[src/design/mrv_pkg.sv]
// ============================================================================
// mrv_pkg: shared types, constants and functions for the Modbus response validator
// Holds the frame limits, the status codes and the CRC-16 byte update.
// ============================================================================
package mrv_pkg;

    localparam int FRAME_CAPACITY = 256;
    localparam int CNT_W          = $clog2(FRAME_CAPACITY + 1);
    localparam int LEN_W          = 9;

    localparam logic [15:0]      CRC_PRESET    = 16'hFFFF;
    localparam logic [15:0]      CRC_POLY      = 16'hA001;
    localparam logic [7:0]       EXCEPTION_BIT = 8'h80;
    localparam logic [CNT_W-1:0] MIN_FRAME     = CNT_W'(6);
    localparam logic [CNT_W-1:0] CAP_COUNT     = CNT_W'(FRAME_CAPACITY);

    typedef enum logic [2:0] {
        ST_OK        = 3'd0,
        ST_OVERFLOW  = 3'd1,
        ST_SHORT     = 3'd2,
        ST_BAD_CRC   = 3'd3,
        ST_EXCEPTION = 3'd4,
        ST_BAD_FUNC  = 3'd5
    } status_t;

    // Advance the reflected CRC-16 by one byte, one bit per step.
    function automatic logic [15:0] crc_feed(input logic [15:0] crc, input logic [7:0] b);
        logic [15:0] c;
        c = crc ^ {8'h00, b};
        for (int k = 0; k < 8; k++) begin
            if (c[0])
            begin
                c = (c >> 1) ^ CRC_POLY;
            end
            else
            begin
                c = c >> 1;
            end
        end
        return c;
    endfunction

    function automatic logic func_supported(input logic [7:0] f);
        return f inside {[8'd1:8'd6], 8'd15, 8'd16};
    endfunction

endpackage

[src/design/modbus_response_validator.sv]
// ============================================================================
// modbus_response_validator: Modbus RTU response frame checker
// Runs CRC-16 over each received frame, holds back the trailing CRC bytes,
// and issues one status per frame with function code, length and counters.
// ============================================================================
//
//  channel  | handshake                   | payload
//  ---------+-----------------------------+------------------------------------
//  item     | item_valid / item_ready     | rx_byte, end_of_frame
//  result   | result_valid / result_ready | status, function_code, frame_length,
//           |                             | error_total, frames_total
//
// One byte a cycle sustained while no end-of-frame byte waits on a full result
// register. A byte lands in the input register and is then folded into the
// frame state, where one unrolled 8-bit CRC step takes in the byte two places
// before it; an end-of-frame byte loads the status into the result register
// as it leaves the input register. Reset clears the frame state, both counters
// and both valid flags. A stalled result holds only end-of-frame bytes; other
// bytes keep flowing into the frame state while a result waits.
//
module modbus_response_validator
(
    input  logic                     clk,
    input  logic                     rst_n,
    input  logic                     item_valid,
    output logic                     item_ready,
    input  logic [7:0]               rx_byte,
    input  logic                     end_of_frame,
    output logic                     result_valid,
    input  logic                     result_ready,
    output logic [2:0]               status,
    output logic [7:0]               function_code,
    output logic [mrv_pkg::LEN_W-1:0] frame_length,
    output logic [15:0]              error_total,
    output logic [15:0]              frames_total
);
    import mrv_pkg::*;

    // Input register
    logic             in_valid_reg;
    logic [7:0]       in_byte_reg;
    logic             in_eof_reg;

    // Frame state
    logic [15:0]      crc_reg,     crc_next;
    logic [7:0]       older_reg,   older_next;
    logic [7:0]       newer_reg,   newer_next;
    logic [CNT_W-1:0] count_reg,   count_next;
    logic [7:0]       func_reg,    func_next;
    logic             ovf_reg,     ovf_next;
    logic [15:0]      err_cnt_reg, err_cnt_next;
    logic [15:0]      frm_cnt_reg, frm_cnt_next;

    // Result register
    logic             out_valid_reg;
    status_t          out_status_reg, out_status_next;
    logic [7:0]       out_func_reg;
    logic [LEN_W-1:0] out_len_reg;
    logic [15:0]      out_err_reg;
    logic [15:0]      out_frm_reg;

    logic             out_free;
    logic             fire;
    logic             emit;
    logic [15:0]      rx_crc;
    logic [15:0]      crc_upd;
    logic [CNT_W-1:0] count_upd;
    logic             ovf_upd;
    logic [7:0]       older_upd;
    logic [7:0]       newer_upd;
    logic [7:0]       func_upd;

    // The result slot is free when empty or being drained this cycle.
    assign out_free   = !out_valid_reg || result_ready;
    // A plain byte never needs the result slot; an end byte waits for it.
    assign fire       = in_valid_reg && (!in_eof_reg || out_free);
    assign emit       = fire && in_eof_reg;
    assign item_ready = !in_valid_reg || fire;

    always_ff @(posedge clk or negedge rst_n)
    begin
        if (!rst_n)
        begin
            in_valid_reg <= 1'b0;
        end
        else if (item_ready)
        begin
            in_valid_reg <= item_valid;
        end
    end

    always_ff @(posedge clk)
    begin
        if (item_ready && item_valid)
        begin
            in_byte_reg <= rx_byte;
            in_eof_reg  <= end_of_frame;
        end
    end

    // Fold the byte into the frame; a byte past capacity is dropped.
    always_comb
    begin
        crc_upd   = crc_reg;
        older_upd = older_reg;
        newer_upd = newer_reg;
        func_upd  = func_reg;
        count_upd = count_reg;
        ovf_upd   = ovf_reg;
        if (count_reg == CAP_COUNT)
        begin
            ovf_upd = 1'b1;
        end
        else
        begin
            if (count_reg >= CNT_W'(2))
            begin
                crc_upd = crc_feed(crc_reg, older_reg);
            end
            older_upd = newer_reg;
            newer_upd = in_byte_reg;
            if (count_reg == CNT_W'(1))
            begin
                func_upd = in_byte_reg;
            end
            count_upd = count_reg + CNT_W'(1);
        end
    end

    // CRC travels low byte first.
    assign rx_crc = {newer_upd, older_upd};

    // Check in priority order.
    always_comb
    begin
        if (ovf_upd)
        begin
            out_status_next = ST_OVERFLOW;
        end
        else if (count_upd < MIN_FRAME)
        begin
            out_status_next = ST_SHORT;
        end
        else if (crc_upd != rx_crc)
        begin
            out_status_next = ST_BAD_CRC;
        end
        else if ((func_upd & EXCEPTION_BIT) != 8'h00)
        begin
            out_status_next = ST_EXCEPTION;
        end
        else if (!func_supported(func_upd))
        begin
            out_status_next = ST_BAD_FUNC;
        end
        else
        begin
            out_status_next = ST_OK;
        end
    end

    // Next frame state and counters: hold unless a byte fires; an end byte clears the frame.
    always_comb
    begin
        crc_next     = crc_reg;
        older_next   = older_reg;
        newer_next   = newer_reg;
        count_next   = count_reg;
        func_next    = func_reg;
        ovf_next     = ovf_reg;
        err_cnt_next = err_cnt_reg;
        frm_cnt_next = frm_cnt_reg;
        if (fire)
        begin
            if (in_eof_reg)
            begin
                crc_next   = CRC_PRESET;
                older_next = 8'h00;
                newer_next = 8'h00;
                count_next = '0;
                func_next  = 8'h00;
                ovf_next   = 1'b0;
                if (!ovf_upd)
                begin
                    frm_cnt_next = frm_cnt_reg + 16'd1;
                    if (out_status_next != ST_OK)
                    begin
                        err_cnt_next = err_cnt_reg + 16'd1;
                    end
                end
            end
            else
            begin
                crc_next   = crc_upd;
                older_next = older_upd;
                newer_next = newer_upd;
                count_next = count_upd;
                func_next  = func_upd;
                ovf_next   = ovf_upd;
            end
        end
    end

    always_ff @(posedge clk or negedge rst_n)
    begin
        if (!rst_n)
        begin
            crc_reg     <= CRC_PRESET;
            older_reg   <= 8'h00;
            newer_reg   <= 8'h00;
            count_reg   <= '0;
            func_reg    <= 8'h00;
            ovf_reg     <= 1'b0;
            err_cnt_reg <= 16'd0;
            frm_cnt_reg <= 16'd0;
        end
        else
        begin
            crc_reg     <= crc_next;
            older_reg   <= older_next;
            newer_reg   <= newer_next;
            count_reg   <= count_next;
            func_reg    <= func_next;
            ovf_reg     <= ovf_next;
            err_cnt_reg <= err_cnt_next;
            frm_cnt_reg <= frm_cnt_next;
        end
    end

    // Result register: load on an end byte, drop valid once taken.
    always_ff @(posedge clk or negedge rst_n)
    begin
        if (!rst_n)
        begin
            out_valid_reg <= 1'b0;
        end
        else if (out_free)
        begin
            out_valid_reg <= emit;
        end
    end

    always_ff @(posedge clk)
    begin
        if (emit)
        begin
            out_status_reg <= out_status_next;
            out_func_reg   <= func_upd;
            out_len_reg    <= count_upd[LEN_W-1:0];
            out_err_reg    <= err_cnt_next;
            out_frm_reg    <= frm_cnt_next;
        end
    end

    assign result_valid  = out_valid_reg;
    assign status        = out_status_reg;
    assign function_code = out_func_reg;
    assign frame_length  = out_len_reg;
    assign error_total   = out_err_reg;
    assign frames_total  = out_frm_reg;

endmodule
[config.mk]
export PLATFORM = sky130hd
export DESIGN_NAME = modbus_response_validator
export DESIGN_NICKNAME = d
export VERILOG_FILES = /design/src/design/mrv_pkg.sv /design/src/design/modbus_response_validator.sv
export SDC_FILE = /design/constraint.sdc
export NUM_CORES = 1
export LEC_CHECK = 0
export BUFFER_PORTS_ARGS = -buffer_cell sky130_fd_sc_hd__buf_2
export CAP_MARGIN = 20
export CORE_MARGIN = 3
export CORE_UTILIZATION = 40
export CTS_BUF_LIST = sky130_fd_sc_hd__clkbuf_4 sky130_fd_sc_hd__clkbuf_8
export CTS_CLUSTER_SIZE = 25
export DETAILED_ROUTE_END_ITERATION = 7
export HOLD_SLACK_MARGIN = 0.12
export PLACE_DENSITY = 0.62
export SLEW_MARGIN = 40
export SYNTH_ARGS = -nofsm -noshare
export SYNTH_HDL_FRONTEND = slang
export SYNTH_SLANG_ARGS = --single-unit
[constraint.sdc]
create_clock -name clk -period 4.38 [get_ports clk]
set_clock_uncertainty 0.2 [all_clocks]
set_input_delay 0.657 -clock clk [delete_from_list [all_inputs] [get_ports clk]]
set_output_delay 0.657 -clock clk [all_outputs]
set_load 0.02 [all_outputs]
==> results_dict.tcl, run 1 <==
set metrics [dict create \
    status "completed" \
    max_freq_mhz 257 \
    post_cts_resize_count 0 \
    postRouteAntennaNets 0 \
    min-delay-start "rx_byte[4]" \
    yosysMostFrequentCell "dfrtp_1" \
    die_w_um 134 \
    hold_path_depth 1 \
    grt_pass1_vias 4465 \
    areaGrowthSynthToFinish_pct 15.9 \
    cp_cell_sequence "inv_1, ha_1, nor4bb_1, nand2_1, mux2i_1, xnor2_1, nand4_1, nor4_2, nand4_2, and2_4, mux2_1" \
    nNetsFinal 613 \
    vias_per_cell 5.27 \
    slew_viol_final 0 \
    hold_viol_final 0 \
    vdd_drop_max_mv 0.287 \
    r2r-end "error_total[1]" \
    port_buffers 66 \
    insertedDiodeCount 0 \
    final.setup.tns_ps 0 \
    gp_congestion 0.833 \
    syn-num-nets 533 \
    ys_seq_area_share_pct 59.9 \
    end_kind "register" \
    cts_buffers 17 \
    drt-initial-drc-count 235 \
    synth_edf_count 61 \
    cts_root_buf "clkbuf_8" \
    ff2ff_path_depth 11 \
    die-height_um 134 \
    critPathMaxFanout 10 \
    firstDrtPassIters 7 \
    setup_slack_ps 481 \
    remaining_drc_errors 0 \
    rr_startpoint "count_reg[1]" \
    row_count 46 \
    worstMarginPinSlew_ps 600 \
    pin_count 67 \
    cts_tree "built" \
    p_leak_nw 3.25 \
    period_minus_slack_ps 3900 \
    place_inst 790 \
    crit_buf_inv 1 \
    holdCritPathClass "in2reg" \
    cap_violations 0 \
    crit_required_ps 4380 \
    path_class "reg2reg" \
    layout.cells.non_filler 822 \
    relSlewSlack_pct 59.6 \
    dp_hpwl_mm 9.91 \
    grt_antenna_before_repair 0 \
    clk_pin_slew_worst_paths_ps 80 \
    die_area_sq_um 18100 \
    grt_pass1_wl_mm 22.9 \
    gr-usage-all-layers_pct 16.2 \
    wl_per_cell_um 17.0 \
    insertion_delay_ps 460 \
    postCtsHoldBufs 1 \
    cts.sinks 145 \
    rrSetupSlack_ps 480 \
    final.fill_count 1470 \
    ys_types 57 \
    grt_max_degree 38 \
    core_sq_um 16000 \
    syn_area_per_cell_sq_um 12.8 \
    async_flop_share_pct 57.9 \
    synth_area_sq_um 6600 \
    drive_above_1_share_pct 24.9 \
    yosysTopAreaCell "edfxtp_1" \
    synth.top_cells.by_count "68 x dfrtp_1, 61 x edfxtp_1, 60 x xnor2_1, 28 x mux2i_1, 26 x nand2_1" \
    synth.top_cell.area_share_pct 27.8 \
    synth_area_leaders "edfxtp_1 28%, dfrtp_1 26%, xnor2_1 8.0%" \
    yosys_register_bits 145 \
    synthFlopType "dfrtp_1" \
    pre_cts_ws_ps 532 \
    htree_levels 4 \
    clk_path_buf_depth 2 \
    cp_top_family "simple AND/OR/NAND/NOR gates" \
    critPathLaunchType "register" \
    p_per_area_nw_per_um2 518 \
    yosysWarnings 0 \
    cp_slowest_cell "nand2_1" \
    initial_utilization_pct 41.2 \
    vias 4334 \
    finalWirelength_mm 14.0 \
    grt_setup_unrepaired "no" \
    post-cts-setup-buffer-count 0 \
    whs_endpoint "in_byte_reg[4]" \
    slowest_delay_ps 460 \
    cp_data_arrival_time_ps 3900 \
    grt.overflow.total 0 \
    synth_cells 514 \
    finalSetupViolCount 0 \
    min_period_over_period_pct 89.0 \
]
## metrics by stage
stage	cell area [sq um]	power [mW]	utilization, %	hold slack (ps)
after floorplan	6600	2.62	-	161
after global placement	7220	2.89	45.1	254
after detailed placement	7240	2.91	45.2	271
after CTS	7650	4.00	47.8	154
after global routing	7650	4.17	47.8	143
final	7650	3.96	47.8	171
## cells by family after synthesis
| logic type | after synthesis | synth area share [%] |
|---|---|---|
| XOR/XNOR | 74 | 10.1 |
| adder cells (fa/ha/maj) | 6 | 1.14 |
| flip-flops | 145 | 59.9 |
| buffers and inverters | 34 | 2.09 |
| multiplexers | 41 | 6.47 |
| AND/OR/NAND/NOR | 138 | 11.8 |
| AO/OA/AOI/OAI | 76 | 8.52 |
## power breakdown
| part | internal [mW] | total (mW) | switching, mW |
|---|---|---|---|
| Combinational | 0.479 | 1.09 | 0.609 |
| Sequential | 1.65 | 1.80 | 0.152 |
| Clock | 0.583 | 1.07 | 0.487 |
## worst max path at each step
stage,cells after the start,startpoint,end
after global placement,11,count_reg[0],error_total[1]
after detailed placement,11,count_reg[0],error_total[1]
after floorplan,9,crc_reg[5],error_total[1]
after CTS,11,count_reg[0],error_total[1]
after global routing,11,count_reg[1],error_total[1]
final,11,count_reg[1],error_total[1]
## routing by layer
layer | wire length, um | share of wire [%] | up-vias | track usage, %
li1 | - | - | 2050 | -
met1 | 6450 | 46 | 2173 | 20.6
met2 | 6820 | 49 | 91 | 26.8
met3 | 547 | 3.9 | 20 | 4.35
met4 | 190 | 1.4 | 0 | 5.49
met5 | 0 | 0 | - | 0
## cell type report
class	instances	area (sq um)	area share (%)
clock buffers	21	264	3.45
clock inverters	10	136	1.78
inverters	13	48.8	0.638
multi-input cells	335	2510	32.8
flip-flops and latches	145	3950	51.7
well taps	216	270	3.53
repair buffers	82	468	6.12
## worst register-to-register path, cell delays in order, from the launching register on
cell and delay (ps):
dfrtp_1 450, inv_1 150, ha_1 210, nor4bb_1 460, nand2_1 460, mux2i_1 320
xnor2_1 170, nand4_1 150, nor4_2 370, nand4_2 180, and2_4 210, mux2_1 330
## cells in the final DEF (no fill, tap or decap), types with 3 or more instances in the layout
master      count
mux2i_1        28
and2_1          6
a22o_1         19
bufinv_16       3
or4_1           3
nor3_1         10
xor2_1         13
mux2_2         12
clkbuf_8       17
o31ai_1         3
edfxtp_1       61
dfstp_2        16
inv_1          12
clkinv_2        3
nand3_1        19
buf_2          65
clkbuf_4        4
a21oi_1         9
xnor2_1        60
nand2_1        26
buf_4          15
clkinvlp_4      3
dfrtp_1        68
ha_1            6
and3_1         15
o22a_1         10
o21ai_0        20
nand4_1        20
nor2_1         16
(Power assumes the default switching activity.)
==> run 2, diff against run 1 <==
--- a/config.mk
+++ b/config.mk
@@ -13,7 +13,7 @@
 export CTS_CLUSTER_SIZE = 25
 export DETAILED_ROUTE_END_ITERATION = 7
 export HOLD_SLACK_MARGIN = 0.12
-export PLACE_DENSITY = 0.62
+export PLACE_DENSITY = 0.64
 export SLEW_MARGIN = 40
 export SYNTH_ARGS = -nofsm -noshare
 export SYNTH_HDL_FRONTEND = slang
==> constraint.sdc (replaced) <==
create_clock -name clk -period 3.43 [get_ports clk]
set_clock_uncertainty 0.2 [all_clocks]
set_input_delay 0.5145 -clock clk [delete_from_list [all_inputs] [get_ports clk]]
set_output_delay 0.5145 -clock clk [all_outputs]
set_load 0.02 [all_outputs]
==> run 2 against run 1 <==
Effect of this change: worst setup slack worse by 460 ps; clock power grew 54%; largest power group unchanged; register-to-register slack lost 460 ps; count of clock-buffer cells in the layout increased by 2; maximum frequency up 14%; via count grew 6.9%; cell count up 7.7%.
==> results_dict.tcl, run 2 (synthesis gave the netlist of run 1 again) <==
set metrics [dict create \
    status "completed" \
    p_per_area_nw_per_um2 686 \
    rrSetupSlack_ps 20 \
    grt_antenna_before_repair 0 \
    vdd_drop_max_mv 0.438 \
    cts_root_buf "clkbuf_8" \
    dp_hpwl_mm 10.3 \
    path_class "reg2reg" \
    die-height_um 134 \
    design_area_sq_um 8560 \
    insertedDiodeCount 0 \
    vias_per_cell 5.23 \
    busiest_layer "met2" \
    min_period_over_period_pct 99.5 \
    cts_tree "built" \
    clk_pin_slew_worst_paths_ps 80 \
    nNetsFinal 675 \
    r2r-end "error_total[1]" \
    mostFrequentLayoutCell "dfrtp_1" \
    p_leak_nw 3.69 \
    row_count 46 \
    vias 4631 \
    grt_pass1_vias 4852 \
    areaGrowthSynthToFinish_pct 29.8 \
    wl_per_cell_um 17.8 \
    relSlewSlack_pct 53.4 \
    die_area_sq_um 18100 \
    cp_data_arrival_time_ps 3420 \
    rr_startpoint "crc_reg[3]" \
    setup_slack_ps 18.8 \
    grt_setup_unrepaired "yes" \
    final.setup.tns_ps 0 \
    met1_usage_pct 23.4 \
    worstSetupStartpoint "crc_reg[3]" \
    hold_viol_final 0 \
    clk_path_buf_depth 2 \
    pin_count 67 \
    crit_end "error_total[1]" \
    initial_utilization_pct 41.2 \
    holdCritPathClass "reg2reg" \
    ff2ff_path_depth 10 \
    cap_violations 0 \
    gp_congestion 0.907 \
    postRouteAntennaNets 0 \
    period_minus_slack_ps 3410 \
    placement.cell_area_sq_um 7540 \
    slew_viol_final 0 \
    core_sq_um 16000 \
    htree_levels 4 \
    mostFrequentLayoutCells "68 x dfrtp_1, 65 x buf_2, 61 x edfxtp_1" \
    critPathMaxFanout 2 \
    port_buffers 66 \
    gr-usage-met2_pct 29.1 \
    min-delay-start "frm_cnt_reg[15]" \
    grt_max_degree 82 \
    insertion_delay_ps 460 \
    die_w_um 134 \
    met3_usage_pct 5.18 \
    cts.sinks 145 \
    finalSetupViolCount 0 \
    finalWirelength_mm 15.7 \
    crit_required_ps 3440 \
    grt.overflow.total 0 \
    power_mw 5.87 \
    final.fill_count 1361 \
    remaining_drc_errors 0 \
    max_freq_mhz 293 \
    end_kind "register" \
    firstDrtPassIters 4 \
    gr-usage-all-layers_pct 18.1 \
    worstMarginPinSlew_ps 697 \
    critPathLaunchType "register" \
    drive_above_1_share_pct 35.3 \
    grt_pass1_wl_mm 25.6 \
    cts_buffers 17 \
    drt-initial-drc-count 285 \
    pre_cts_ws_ps -42.7 \
]
[run 2: final cells by class]
cell class	count	area, sq um	share of cell area, %
well taps	216	270	3.16
clock buffers	23	292	3.40
inverters	13	48.8	0.570
flip-flops and latches	145	3950	46.2
multi-input cells	335	2780	32.5
repair buffers	144	1010	11.8
clock inverters	9	205	2.40
[run 2: power by group]
| group | switching (mW) | internal, mW | total (mW) |
|---|---|---|---|
| Combinational | 0.967 | 0.941 | 1.91 |
| Sequential | 0.212 | 2.11 | 2.32 |
| Clock | 0.633 | 1.01 | 1.65 |
| Total | 1.81 | 4.06 | 5.87 |
[run 2: per-stage QoR]
step                hold slack [ps]  util [%]  cells
floorplan                      18.9         -    514
global placement                255      47.1    825
detailed placement              256      47.1    825
CTS                             274      52.3    879
global route                    289      53.5    885
finish                          273      53.5    885
[run 2: worst min path at each step]
stage / cells past startpoint / to / slack [ps]
2_1_floorplan: 0 / count_reg[0] / 20
3_3_place_gp: 1 / err_cnt_reg[15] / 260
3_5_place_dp: 1 / frm_cnt_reg[15] / 260
4_1_cts: 1 / frm_cnt_reg[15] / 270
5_1_grt: 1 / frm_cnt_reg[15] / 290
6_report: 1 / frm_cnt_reg[15] / 270
[run 2: timing repair]
action	CTS	global route
hold buffers	12	0
endpoints found under the hold margin	79	0
setup endpoints to repair	4	21
gates cloned	1	0
setup buffers	9	6
gates resized for setup	24	25
pin swaps	8	10
[run 2: per-layer routing]
metal | part of all wire (%) | vias to the layer above
li1 | - | 2176
met3 | 4.9 | 26
met1 | 42 | 2315
met4 | 2.2 | 0
met2 | 50 | 114
met5 | 0 | -
[run 2: worst max-delay path, stage by stage, from the launching register on]
cell,delay (ps)
dfstp_2,560
xor2_2,210
xnor2_2,160
xor2_1,310
buf_4,180
mux2i_1,90
or4_4,500
a211oi_4,290
nand4_2,160
and2_4,200
mux2_4,300
